File: src/ole_pkg.sv
// Shared types and constants for the ordered list engine.
// No dependencies; imported by the interfaces, the cell and the top level.
`timescale 1ns / 1ps

package ole_pkg;

    localparam int OP_W   = 4;
    localparam int ITEM_W = 32;
    localparam int POS_W  = 8;
    localparam int FIDX_W = 9;
    localparam int ST_W   = 2;
    localparam int ECNT_W = 8;

    // found_index value when nothing was found (-1)
    localparam logic signed [FIDX_W-1:0] FIDX_NONE = '1;

    typedef enum logic [OP_W-1:0] {
        OP_ADD_FRONT = 4'd0,
        OP_ADD_BACK  = 4'd1,
        OP_ADD_AT    = 4'd2,
        OP_REM_FRONT = 4'd3,
        OP_REM_BACK  = 4'd4,
        OP_REM_AT    = 4'd5,
        OP_REM_VALUE = 4'd6,
        OP_FIND      = 4'd7,
        OP_CLEAR     = 4'd8
    } op_t;

    typedef enum logic [ST_W-1:0] {
        ST_DONE = 2'd0,
        ST_ZERO = 2'd1,
        ST_FULL = 2'd2,
        ST_NONE = 2'd3
    } status_t;

    // What every cell of the row does in a given cycle
    typedef enum logic [1:0] {
        CM_HOLD,
        CM_CMP,
        CM_INSERT,
        CM_REMOVE
    } cell_mode_t;

    typedef struct packed {
        cell_mode_t          mode;
        logic [ITEM_W-1:0]   item;
    } cell_ctl_t;

endpackage

File: src/ole_req_if.sv
// Request channel: valid/ready handshake carrying one operation.
// Depends on ole_pkg.
`timescale 1ns / 1ps

interface ole_req_if;
    import ole_pkg::*;

    logic              valid;
    logic              ready;
    logic [OP_W-1:0]   operation;
    logic [ITEM_W-1:0] item;
    logic [POS_W-1:0]  position;

    modport source (output valid, output operation, output item, output position,
                    input ready);
    modport sink   (input valid, input operation, input item, input position,
                    output ready);
endinterface

File: src/ole_rsp_if.sv
// Response channel: valid/ready handshake carrying one operation result.
// Depends on ole_pkg.
`timescale 1ns / 1ps

interface ole_rsp_if;
    import ole_pkg::*;

    logic                     valid;
    logic                     ready;
    logic [ITEM_W-1:0]        returned_item;
    logic signed [FIDX_W-1:0] found_index;
    logic [ST_W-1:0]          status;
    logic [ECNT_W-1:0]        entry_count;

    modport source (output valid, output returned_item, output found_index,
                    output status, output entry_count, input ready);
    modport sink   (input valid, input returned_item, input found_index,
                    input status, input entry_count, output ready);
endinterface

File: src/ole_cell.sv
// One slot of the list row: holds a handle, compares it, shifts left or right.
// Depends on ole_pkg.
`timescale 1ns / 1ps

module ole_cell #(
    parameter int IDX_W = 4,
    parameter int CNT_W = 5
) (
    input  logic                      clk,
    input  ole_pkg::cell_ctl_t        ctl,
    input  logic [IDX_W-1:0]          idx,
    input  logic [IDX_W-1:0]          tgt,
    input  logic [CNT_W-1:0]          count,
    input  logic [ole_pkg::ITEM_W-1:0] left_slot,
    input  logic [ole_pkg::ITEM_W-1:0] right_slot,
    input  logic                      seen_in,
    output logic                      seen_out,
    output logic                      first,
    output logic [ole_pkg::ITEM_W-1:0] slot,
    output logic [ole_pkg::ITEM_W-1:0] pick
);
    import ole_pkg::*;

    logic [ITEM_W-1:0] slot_reg;
    logic              match_reg;
    logic              live;
    logic              hit;
    logic              after;

    // position of this cell relative to the count and the target
    always_comb
    begin
        live  = CNT_W'(idx) < count;
        hit   = idx == tgt;
        after = idx > tgt;
    end

    // compare, insert (shift towards the back) or remove (shift towards the front)
    always_ff @(posedge clk)
    begin
        unique case (ctl.mode)
            CM_CMP:
            begin
                match_reg <= live && (slot_reg == ctl.item);
            end
            CM_INSERT:
            begin
                if (hit)
                    slot_reg <= ctl.item;
                else if (after)
                    slot_reg <= left_slot;
            end
            CM_REMOVE:
            begin
                if (hit || after)
                    slot_reg <= right_slot;
            end
            CM_HOLD:
            begin
            end
        endcase
    end

    // first-match ripple and read-out
    assign first    = match_reg & ~seen_in;
    assign seen_out = seen_in | match_reg;
    assign slot     = slot_reg;
    assign pick     = hit ? slot_reg : '0;

endmodule

File: src/ordered_list_engine.sv
// Ordered list engine: a deque of up to CAPACITY nonzero 32-bit handles held in a
// row of cells, index 0 at the front. Each operation passes through four steps
// from acceptance to a registered result: capture, a compare step in which every
// cell compares its handle, an encode step that ripples the first match along the
// row and plans the change, and an apply step in which the row shifts and the
// result is loaded. A new request is accepted once the previous one has reached
// the output register; the apply step waits while that register is still full
// and not being taken. Depends on ole_pkg, the channel interfaces and ole_cell.
`timescale 1ns / 1ps

module ordered_list_engine #(
    parameter int CAPACITY = 16
) (
    input  logic      clk,
    input  logic      rst_n,
    ole_req_if.sink   req,
    ole_rsp_if.source rsp
);
    import ole_pkg::*;

    localparam int IDX_W = (CAPACITY > 1) ? $clog2(CAPACITY) : 1;
    localparam int CNT_W = $clog2(CAPACITY + 1);

    typedef enum logic [1:0] {
        S_IDLE,
        S_CMP,
        S_ENC,
        S_APPLY
    } state_t;

    state_t                   state_reg;
    logic [OP_W-1:0]          op_reg;
    logic [ITEM_W-1:0]        item_reg;
    logic [POS_W-1:0]         pos_reg;
    logic [CNT_W-1:0]         count_reg;
    // plan made in the encode cycle
    cell_mode_t               act_reg;
    logic [IDX_W-1:0]         tgt_reg;
    status_t                  st_reg;
    logic signed [FIDX_W-1:0] fidx_reg;
    logic [CNT_W-1:0]         cnt_reg;
    logic                     take_reg;
    // output register
    logic                     rsp_valid_reg;
    logic [ITEM_W-1:0]        ret_reg;
    logic signed [FIDX_W-1:0] rsp_fidx_reg;
    status_t                  rsp_st_reg;
    logic [CNT_W-1:0]         rsp_cnt_reg;

    // plan, next values
    cell_mode_t               act_next;
    logic [IDX_W-1:0]         tgt_next;
    status_t                  st_next;
    logic signed [FIDX_W-1:0] fidx_next;
    logic [CNT_W-1:0]         cnt_next;
    logic                     take_next;

    cell_ctl_t                ctl;
    logic                     load;
    logic [CAPACITY-1:0]      first_vec;
    logic [CAPACITY:0]        seen;
    logic [ITEM_W-1:0]        slot_vec [CAPACITY];
    logic [ITEM_W-1:0]        pick_vec [CAPACITY];
    logic [IDX_W-1:0]         first_idx;
    logic [ITEM_W-1:0]        picked;
    logic                     found;
    logic                     is_full;
    logic                     is_empty;
    logic                     pos_past;

    assign req.ready = (state_reg == S_IDLE);
    assign load      = (state_reg == S_APPLY) && (!rsp_valid_reg || rsp.ready);

    // broadcast to the row
    always_comb
    begin
        ctl.item = item_reg;
        priority if (load)
            ctl.mode = act_reg;
        else if (state_reg == S_CMP)
            ctl.mode = CM_CMP;
        else
            ctl.mode = CM_HOLD;
    end

    // row of cells
    assign seen[0] = 1'b0;
    for (genvar i = 0; i < CAPACITY; i++)
    begin : g_cell
        ole_cell #(
            .IDX_W (IDX_W),
            .CNT_W (CNT_W)
        ) u_cell (
            .clk        (clk),
            .ctl        (ctl),
            .idx        (IDX_W'(i)),
            .tgt        (tgt_reg),
            .count      (count_reg),
            .left_slot  ((i == 0) ? item_reg : slot_vec[(i == 0) ? 0 : i - 1]),
            .right_slot ((i == CAPACITY - 1) ? slot_vec[i]
                                             : slot_vec[(i == CAPACITY - 1) ? i : i + 1]),
            .seen_in    (seen[i]),
            .seen_out   (seen[i+1]),
            .first      (first_vec[i]),
            .slot       (slot_vec[i]),
            .pick       (pick_vec[i])
        );
    end

    // one-hot first match and target slot read as AND-OR over the row
    always_comb
    begin
        first_idx = '0;
        picked    = '0;
        for (int i = 0; i < CAPACITY; i++)
        begin
            first_idx = first_idx | (first_vec[i] ? IDX_W'(i) : '0);
            picked    = picked | pick_vec[i];
        end
    end

    assign found    = seen[CAPACITY] && (item_reg != '0);
    assign is_full  = count_reg == CNT_W'(CAPACITY);
    assign is_empty = count_reg == '0;
    assign pos_past = {1'b0, pos_reg} >= (POS_W + 1)'(count_reg);

    // plan the operation
    always_comb
    begin
        act_next  = CM_HOLD;
        tgt_next  = '0;
        st_next   = ST_DONE;
        fidx_next = FIDX_NONE;
        cnt_next  = count_reg;
        take_next = 1'b0;
        unique case (op_reg)
            OP_ADD_FRONT, OP_ADD_BACK, OP_ADD_AT:
            begin
                priority if (item_reg == '0)
                    st_next = ST_ZERO;
                else if (is_full)
                    st_next = ST_FULL;
                else
                begin
                    act_next = CM_INSERT;
                    cnt_next = count_reg + 1'b1;
                    priority if (op_reg == OP_ADD_FRONT)
                        tgt_next = '0;
                    else if (op_reg == OP_ADD_BACK || pos_past)
                        tgt_next = IDX_W'(count_reg);
                    else
                        tgt_next = IDX_W'(pos_reg);
                end
            end
            OP_REM_FRONT, OP_REM_BACK:
            begin
                if (is_empty)
                    st_next = ST_NONE;
                else
                begin
                    act_next  = CM_REMOVE;
                    take_next = 1'b1;
                    cnt_next  = count_reg - 1'b1;
                    tgt_next  = (op_reg == OP_REM_FRONT) ? '0
                                                         : IDX_W'(count_reg - 1'b1);
                end
            end
            OP_REM_AT:
            begin
                if (pos_past)
                    st_next = ST_NONE;
                else
                begin
                    act_next  = CM_REMOVE;
                    take_next = 1'b1;
                    cnt_next  = count_reg - 1'b1;
                    tgt_next  = IDX_W'(pos_reg);
                end
            end
            OP_REM_VALUE:
            begin
                if (!found)
                    st_next = ST_NONE;
                else
                begin
                    act_next  = CM_REMOVE;
                    take_next = 1'b1;
                    cnt_next  = count_reg - 1'b1;
                    tgt_next  = first_idx;
                end
            end
            OP_FIND:
            begin
                if (!found)
                    st_next = ST_NONE;
                else
                    fidx_next = FIDX_W'(first_idx);
            end
            OP_CLEAR:
            begin
                cnt_next = '0;
            end
            default:
            begin
            end
        endcase
    end

    // sequencer, plan and output registers
    always_ff @(posedge clk or negedge rst_n)
    begin
        if (!rst_n)
        begin
            state_reg     <= S_IDLE;
            count_reg     <= '0;
            rsp_valid_reg <= 1'b0;
            op_reg        <= '0;
            item_reg      <= '0;
            pos_reg       <= '0;
            act_reg       <= CM_HOLD;
            tgt_reg       <= '0;
            st_reg        <= ST_DONE;
            fidx_reg      <= FIDX_NONE;
            cnt_reg       <= '0;
            take_reg      <= 1'b0;
            ret_reg       <= '0;
            rsp_fidx_reg  <= FIDX_NONE;
            rsp_st_reg    <= ST_DONE;
            rsp_cnt_reg   <= '0;
        end
        else
        begin
            // result valid: set on load, cleared once the sink takes it
            if (load)
                rsp_valid_reg <= 1'b1;
            else if (rsp_valid_reg && rsp.ready)
                rsp_valid_reg <= 1'b0;

            unique case (state_reg)
                S_IDLE:
                begin
                    if (req.valid)
                    begin
                        op_reg    <= req.operation;
                        item_reg  <= req.item;
                        pos_reg   <= req.position;
                        state_reg <= S_CMP;
                    end
                end
                S_CMP:
                begin
                    state_reg <= S_ENC;
                end
                S_ENC:
                begin
                    act_reg   <= act_next;
                    tgt_reg   <= tgt_next;
                    st_reg    <= st_next;
                    fidx_reg  <= fidx_next;
                    cnt_reg   <= cnt_next;
                    take_reg  <= take_next;
                    state_reg <= S_APPLY;
                end
                S_APPLY:
                begin
                    if (load)
                    begin
                        ret_reg       <= take_reg ? picked : '0;
                        rsp_fidx_reg  <= fidx_reg;
                        rsp_st_reg    <= st_reg;
                        rsp_cnt_reg   <= cnt_reg;
                        count_reg     <= cnt_reg;
                        state_reg     <= S_IDLE;
                    end
                end
            endcase
        end
    end

    assign rsp.valid         = rsp_valid_reg;
    assign rsp.returned_item = ret_reg;
    assign rsp.found_index   = rsp_fidx_reg;
    assign rsp.status        = rsp_st_reg;
    assign rsp.entry_count   = ECNT_W'(rsp_cnt_reg);

`ifndef ASSERT_OFF
    // the count never runs past the capacity
    a_count_range: assert property (@(posedge clk) disable iff (!rst_n)
        count_reg <= CNT_W'(CAPACITY))
        else $error("entry count above capacity");

    // at most one cell claims the first match when the row is encoded
    a_first_onehot: assert property (@(posedge clk) disable iff (!rst_n)
        (state_reg == S_ENC) |-> $onehot0(first_vec))
        else $error("more than one first match in the row");

    // a result only appears from the apply cycle
    a_rsp_from_apply: assert property (@(posedge clk) disable iff (!rst_n)
        $rose(rsp_valid_reg) |-> $past(state_reg == S_APPLY))
        else $error("result loaded outside the apply cycle");

    // a full status is only reported against a full row
    a_full_status: assert property (@(posedge clk) disable iff (!rst_n)
        (load && st_reg == ST_FULL) |-> is_full)
        else $error("full status with room left");

    // a removal always takes one entry away
    a_remove_count: assert property (@(posedge clk) disable iff (!rst_n)
        (load && act_reg == CM_REMOVE) |=> (count_reg == $past(count_reg) - 1'b1))
        else $error("removal did not lower the count by one");
`endif

endmodule
File: src/flat_wrapper.sv
// flat-port wrapper written by rule: the top's interface ports become plain ports
module ordered_list_engine_flat import ole_pkg::*;
#(
    parameter int CAPACITY = 16
)
  (clk, rst_n, req_valid, req_operation, req_item, req_position, req_ready, rsp_valid, rsp_returned_item, rsp_found_index, rsp_status, rsp_entry_count, rsp_ready);
  ole_req_if req_i ();
  ole_rsp_if rsp_i ();
  input  logic clk;
  input  logic rst_n;
  input wire logic [$bits(req_i.valid)-1:0] req_valid;
  input wire logic [$bits(req_i.operation)-1:0] req_operation;
  input wire logic [$bits(req_i.item)-1:0] req_item;
  input wire logic [$bits(req_i.position)-1:0] req_position;
  output wire logic [$bits(req_i.ready)-1:0] req_ready;
  output wire logic [$bits(rsp_i.valid)-1:0] rsp_valid;
  output wire logic [$bits(rsp_i.returned_item)-1:0] rsp_returned_item;
  output wire logic [$bits(rsp_i.found_index)-1:0] rsp_found_index;
  output wire logic [$bits(rsp_i.status)-1:0] rsp_status;
  output wire logic [$bits(rsp_i.entry_count)-1:0] rsp_entry_count;
  input wire logic [$bits(rsp_i.ready)-1:0] rsp_ready;
  assign req_i.valid = req_valid;
  assign req_i.operation = req_operation;
  assign req_i.item = req_item;
  assign req_i.position = req_position;
  assign req_ready = req_i.ready;
  assign rsp_valid = rsp_i.valid;
  assign rsp_returned_item = rsp_i.returned_item;
  assign rsp_found_index = rsp_i.found_index;
  assign rsp_status = rsp_i.status;
  assign rsp_entry_count = rsp_i.entry_count;
  assign rsp_i.ready = rsp_ready;
  ordered_list_engine #(.CAPACITY(CAPACITY)) u_core (.clk(clk), .rst_n(rst_n), .req(req_i), .rsp(rsp_i));
endmodule
File: config.mk
export PLATFORM = sky130hd
export DESIGN_NAME = ordered_list_engine_flat
export DESIGN_NICKNAME = d
export VERILOG_FILES = /design/src/ole_pkg.sv /design/src/ole_req_if.sv /design/src/ole_rsp_if.sv /design/src/ole_cell.sv /design/src/ordered_list_engine.sv /design/src/flat_wrapper.sv
export SDC_FILE = /design/constraint.sdc
export NUM_CORES = 2
export LEC_CHECK = 0
export BUFFER_PORTS_ARGS = -buffer_cell sky130_fd_sc_hd__buf_2
export CAP_MARGIN = 10
export CORE_MARGIN = 2
export CORE_UTILIZATION = 59
export CTS_BUF_LIST = sky130_fd_sc_hd__clkbuf_4
export DETAILED_ROUTE_END_ITERATION = 16
export PLACE_DENSITY = 0.76
export SLEW_MARGIN = 20
export SYNTH_ARGS = -nofsm -noshare
export SYNTH_HDL_FRONTEND = slang
export SYNTH_SLANG_ARGS = --single-unit
File: constraint.sdc
create_clock -name clk -period 5.8 [get_ports clk]
set_input_delay 1.16 -clock clk [delete_from_list [all_inputs] [get_ports clk]]
set_output_delay 1.16 -clock clk [all_outputs]
set_load 0.005 [all_outputs]
======== After elaboration in Yosys (flattened, before gate mapping) ========
Index checks and enable logic that the tools add are counted.
word-level totals
  bits in registers ....................... 646
  input bits .............................. 48
  output and inout bits ................... 53
  logic and storage cells ................. 436
cells by class
  $add $sub $neg .......................... 2
  magnitude comparators ................... 33
  equal/unequal tests ..................... 78
  muxes and demuxes ....................... 134
  bitwise logic cells ..................... 74
  reductions and logical operators ........ 68
operator list
  kind                                                                    number
  32-bit 2-to-1 mux                                                       64
  32-bit case mux with 2 select lines                                     15
  32-bit equality test                                                    16
  32-bit OR                                                               15
  4-bit 2-to-1 mux                                                        16
  4-bit OR                                                                14
  3-bit inequality test (second input constant)                           15
  3-bit AND reduction                                                     15
  4-bit by 5-bit < comparator with 1-bit output (first input constant)    8
  4-bit equality test (first input constant)                              8
  4-bit greater-than comparator (first input constant)                    8
  32-bit logical NOT                                                      1
  2-bit inequality test (second input constant)                           16
  32-bit nonzero test                                                     1
  2-bit 2-to-1 mux                                                        15
  5-bit 2-to-1 mux                                                        5
  5-bit case mux with 5 select lines                                      1
  2-bit case mux with 4 select lines                                      3
  3-bit by 5-bit < comparator with 1-bit output (first input constant)    4
  1-bit logical AND                                                       19
  9-bit 2-to-1 mux                                                        2
  1-bit logical OR                                                        17
  3-bit by 4-bit equality test with 1-bit output (first input constant)   4
  4-bit by 3-bit equality test with 1-bit output (second input constant)  4
  other kinds (32)                                                        103

======== Logic depth before layout (Yosys ltp) ========
  depth after elaboration ................. 20
  mapped depth ............................ 10
  mapped depth without buffers ............ 8

======== Hierarchy ========
A second synthesis with hierarchy kept.
second synthesis, totals
  cell total of the unflattened synthesis .. 4562
  area total of the unflattened synthesis .. 44954.4 µm²
by module, submodules not included
  module                                   instances  cells each  area an instance (µm²)  sequential area each (µm²)
  ole_cell (u_core.g_cell[15].u_cell ...)  10         249         2432.3                  991.0
  ole_cell (u_core.g_cell[0].u_cell ...)   6          249         2426.1                  991.0
  ordered_list_engine                      1          578         6074.6                  2765.2

======== Worst setup path before layout ========
No wires, ideal clock.
  kind .................................... input port to flip-flop
  from .................................... in rsp_ready
  to ...................................... reg u_core.g_cell[10].u_cell.slot_reg[0] (enable)
  setup time .............................. 470 ps
  arrival ................................. 5767 ps
  data required time ...................... 5330 ps
  path slack .............................. -438 ps
  cell stages on the path ................. 5
  path buffers ............................ 0
  cell sequence ........................... nand2b_1 and2_1 nand2_1 a21oi_1 a21boi_0
on the way
  longest elaborated chain between the ends .. 6
  elaborated cells on any way between the ends .. 9
  classes of those cells .................. 4 x eq/ne; 1 x mux; 4 x reduce/logical
RTL lines
  element                                                               line                       source
  start, declared                                                       flat_wrapper.sv:21         input wire logic [$bits(rsp_i.ready)-1:0] rsp_ready;
  1-bit logical OR *                                                    ordered_list_engine.sv:72  assign load = (state_reg == S_APPLY) && (!rsp_valid_reg || rsp.ready);
  1-bit logical AND *                                                   ordered_list_engine.sv:72
  2-bit 2-to-1 mux *                                                    ordered_list_engine.sv:78  priority if (load)
  2-bit equality test                                                   ole_cell.sv:41             unique case (ctl.mode)
  3-bit inequality test (no source line), or another cell as far along  n/a
  3-bit AND reduction (no source line) *                                n/a
  end signal, assigned                                                  ole_cell.sv:49             slot_reg <= ctl.item;
  end signal, assigned                                                  ole_cell.sv:51             slot_reg <= left_slot;
  end signal, assigned                                                  ole_cell.sv:56             slot_reg <= right_slot;
  end, declared                                                         ole_cell.sv:24             logic [ITEM_W-1:0] slot_reg;
Every way passes the cells marked *; elsewhere a longest branch is shown, timed or not.
A chain may end at the register's enable or synchronous reset.

======== Worst setup path after layout ========
  from .................................... reg u_core.item_reg[3]
  to ...................................... reg u_core.g_cell[15].u_cell.match_reg, data pin
on the way
  longest elaborated chain between the ends .. 2
RTL lines
  element                 line                        source
  start, declared         ordered_list_engine.sv:33   logic [ITEM_W-1:0] item_reg;
  start signal, assigned  ordered_list_engine.sv:245  item_reg <= req.item;
  32-bit equality test    ole_cell.sv:44              match_reg <= live && (slot_reg == ctl.item);
  1-bit logical AND       ole_cell.sv:44
  end signal, assigned    ole_cell.sv:44
  end, declared           ole_cell.sv:25              logic match_reg;
Every way passes these cells.

==> results.json <==
{
  "dr.pass1.iters": 6,
  "grt_overflow": 0,
  "p_sw_share_pct": 49.2,
  "grt_use_total_pct": 50.5,
  "drc_errors": 0,
  "reg2reg_depth": 6,
  "cts_buffers": 178,
  "maxSlewHeadroom_pct": 14.3,
  "yosys-top-cells-count": "edfxtp_1, nor2_1, a21oi_1",
  "clockBufferDepth": 3,
  "power.total_uw": 22600,
  "clkPwrFrac_pct": 19.0,
  "setup_viol": 0,
  "place.port_buffers": 97,
  "wl_per_cell_um": 36.3,
  "syn_area_um2": 40300,
  "placed_area_um2": 41500,
  "clk_pin_slew_ns": 0.07,
  "cts_tree": "yes",
  "combPwrFrac_pct": 49.5,
  "p_int_uw": 11500,
  "cap_violations": 0,
  "stdcell_area_um2": 43800,
  "synthDistinctLibCells": 72,
  "grt_max_degree": 133,
  "antenna_found_initial": 16,
  "initial_core_util_pct": 59.8,
  "drtIter0Drc": 6842,
  "ir_drop_mv": 0.538,
  "cp.arrival_ns": 4.50,
  "worstPathRequired_ns": 6.57,
  "status": "complete, no violations",
  "p_sw_uw": 11100,
  "ios": 101,
  "gp_congestion": 1.10,
  "num_rows": 95,
  "fillers": 5511,
  "synth_seq_cells": 638,
  "path_cells": "buf_4 -> xnor2_1 -> nand4_1 -> nor4_1 -> nand4_1 -> nor4_1",
  "cp_max_fo": 14,
  "slowest_stage": "dfrtp_1",
  "viasPerCell": 7.16,
  "min_period_over_period_pct": 64.4,
  "tightest_slew_ns": 1.27,
  "crit_type": "reg -> reg",
  "ant_nets": 0,
  "routed_wl_um": 180000,
  "pwr_density_cell_nw_per_um2": 517,
  "grt_first_pass_wirelength_um": 249000,
  "dpl.hpwl_um": 122000,
  "vias": 35400,
  "tns_ns": 0,
  "grt_pass1_vias": 32300,
  "nets": 3992,
  "largest_register_ff_count": 512,
  "synth.area.top_cells": "edfxtp_1, mux2i_1, dfrtp_1, xnor2_1, a21oi_1",
  "die_area_um2": 70400,
  "avgSynthCellArea_um2": 10.3,
  "clk_latency_ns": 1.10,
  "reg2reg_slack_ns": 2.07,
  "cts_hold_buffers": 0,
  "finalHoldViolCount": 0,
  "grt_setup_unrepaired": "false",
  "synth_area_leader_cell": "edfxtp_1",
  "cp-start-kind": "register",
  "core_um2": 67400,
  "cts_setup_buffers": 0,
  "yosys.area.top_type_share_pct": 39.3,
  "cp-end-kind": "register",
  "layout-drive-gt1-share_pct": 16.3,
  "drv_slew": 0,
  "die_w_um": 265,
  "ys_seq_area_share_pct": 46.2,
  "power_frac_seq_pct": 31.6,
  "synthCells": 3920,
  "htreeDepth": 4,
  "slowest_delay_ns": 0.85,
  "fin_worst_skew_ns": 0.0740,
  "cts_sinks": 638,
  "leakage_uw": 0.0147,
  "period_needed_ns": 3.73,
  "synth-edff-count": 528,
  "synthArstFlopShare_pct": 17.2,
  "root_buffer": "clkbuf_4",
  "fp.dieH_um": 265,
  "ctsResizeCount": 0,
  "yosysWarnings": 0,
  "post-synth-top-count-cell": "edfxtp_1",
  "synth-main-ff-cell": "edfxtp_1",
  "area_growth_pct": 8.66,
  "hold_path.class": "in -> async",
  "fmax_mhz": 268
}
metrics by stage:
| step | setup WS (ns) | hold WS [ns] | utilization [%] | std cells |
|---|---|---|---|---|
| after floorplan | 0.239 | 0.434 | - | 3922 |
| after CTS | 2.26 | 0.257 | 64.9 | 4945 |
| final | 2.07 | 0.130 | 65.0 | 4949 |
| after global routing | 2.02 | 0.168 | 65.0 | 4947 |
| after global placement | 1.77 | 0.448 | 61.6 | 4625 |
| after detailed placement | 1.72 | 0.451 | 61.6 | 4625 |
cells by family (layout without fill, tap and decap cells):
kind of cell	Yosys count	count (layout)	share of synthesized area, %
AOI/OAI and AO/OA	879	879	13.3
and+or+nand+nor	948	948	10.9
muxes	528	528	13.4
other	1	7	0.00931
xor gates and xnor gates	510	510	11.1
buffers and inverters	404	554	4.61
DFF	638	638	46.2
adders and majority gates	12	12	0.373
worst paths after layout:
path	from	endpoint
max in group asynchronous	rst_n	u_core.rsp.returned_item[11]
worst min register to register	u_core.rsp.found_index[0]	u_core.rsp.found_index[0]
worst max register to register	u_core.item_reg[3]	u_core.g_cell[15].u_cell.match_reg
worst min-delay path	rst_n	u_core.rsp.returned_item[7]
min in group clk	req_item[28]	u_core.item_reg[28]
worst max-delay path	u_core.item_reg[3]	u_core.g_cell[15].u_cell.match_reg
power by group through the flow:
stage                     clock [uW]  combinational [uW]  sequential, uW
after detailed placement           0               10500            7150
after floorplan                    0                6510            6490
after global routing            4480               11200            7160
after global placement             0               10400            7140
after CTS                       4260               10500            7060
final                           4290               11200            7140
placed cells by master, fill, tap and decap left out, types with 7 or more instances in the layout:
cell type,synthesis,routed
a221oi_1,27,27
buf_12,0,19
a21oi_1,439,438
a22oi_1,209,209
nor4_1,83,82
xor2_1,237,236
inv_1,19,18
ha_1,12,12
buf_4,52,95
o21ai_1,69,70
nand2b_1,8,8
mux2i_1,420,420
a2111oi_0,8,8
nand2_1,148,146
clkinv_1,1,40
o21ai_0,21,20
a22o_1,25,25
a31oi_1,38,36
xnor2_1,273,273
nand4_1,119,119
dfstp_2,10,10
nand3_1,46,44
buf_2,116,96
edfxtp_1,528,528
nor2_4,0,7
mux2_2,108,108
dfrtp_1,100,100
clkbuf_4,0,262
nor3_1,10,9
nor2_1,489,482
metal layers:
| layer | share of wire, % | GRT usage [%] | vias up |
|---|---|---|---|
| met5 | 0.097 | 0.0693 | - |
| met1 | 34 | 64.1 | 16800 |
| met4 | 8.4 | 33.0 | 22 |
| met2 | 41 | 71.6 | 3378 |
| li1 | - | - | 14500 |
| met3 | 16 | 19.6 | 749 |
critical path, delay by kind of cell (launching register included):
kind	cells	cell delay, ns
xor gates and xnor gates	1	0.26
buffers and inverters	1	0.38
DFF	1	0.85
and+or+nand+nor	4	1.92
layout make-up:
class,instances,area [um2],share of cell area (%)
clock buffers,262,1970,4.49
well taps,873,1090,2.49
clock inverters,58,302,0.689
diodes,4,10.0,0.0229
inverters,23,86.3,0.197
flip-flops and latches,638,18600,42.5
multi-input cells,2880,20100,46.0
repair buffers,211,1590,3.62
No activity file was read; power rests on OpenSTA's default activity.
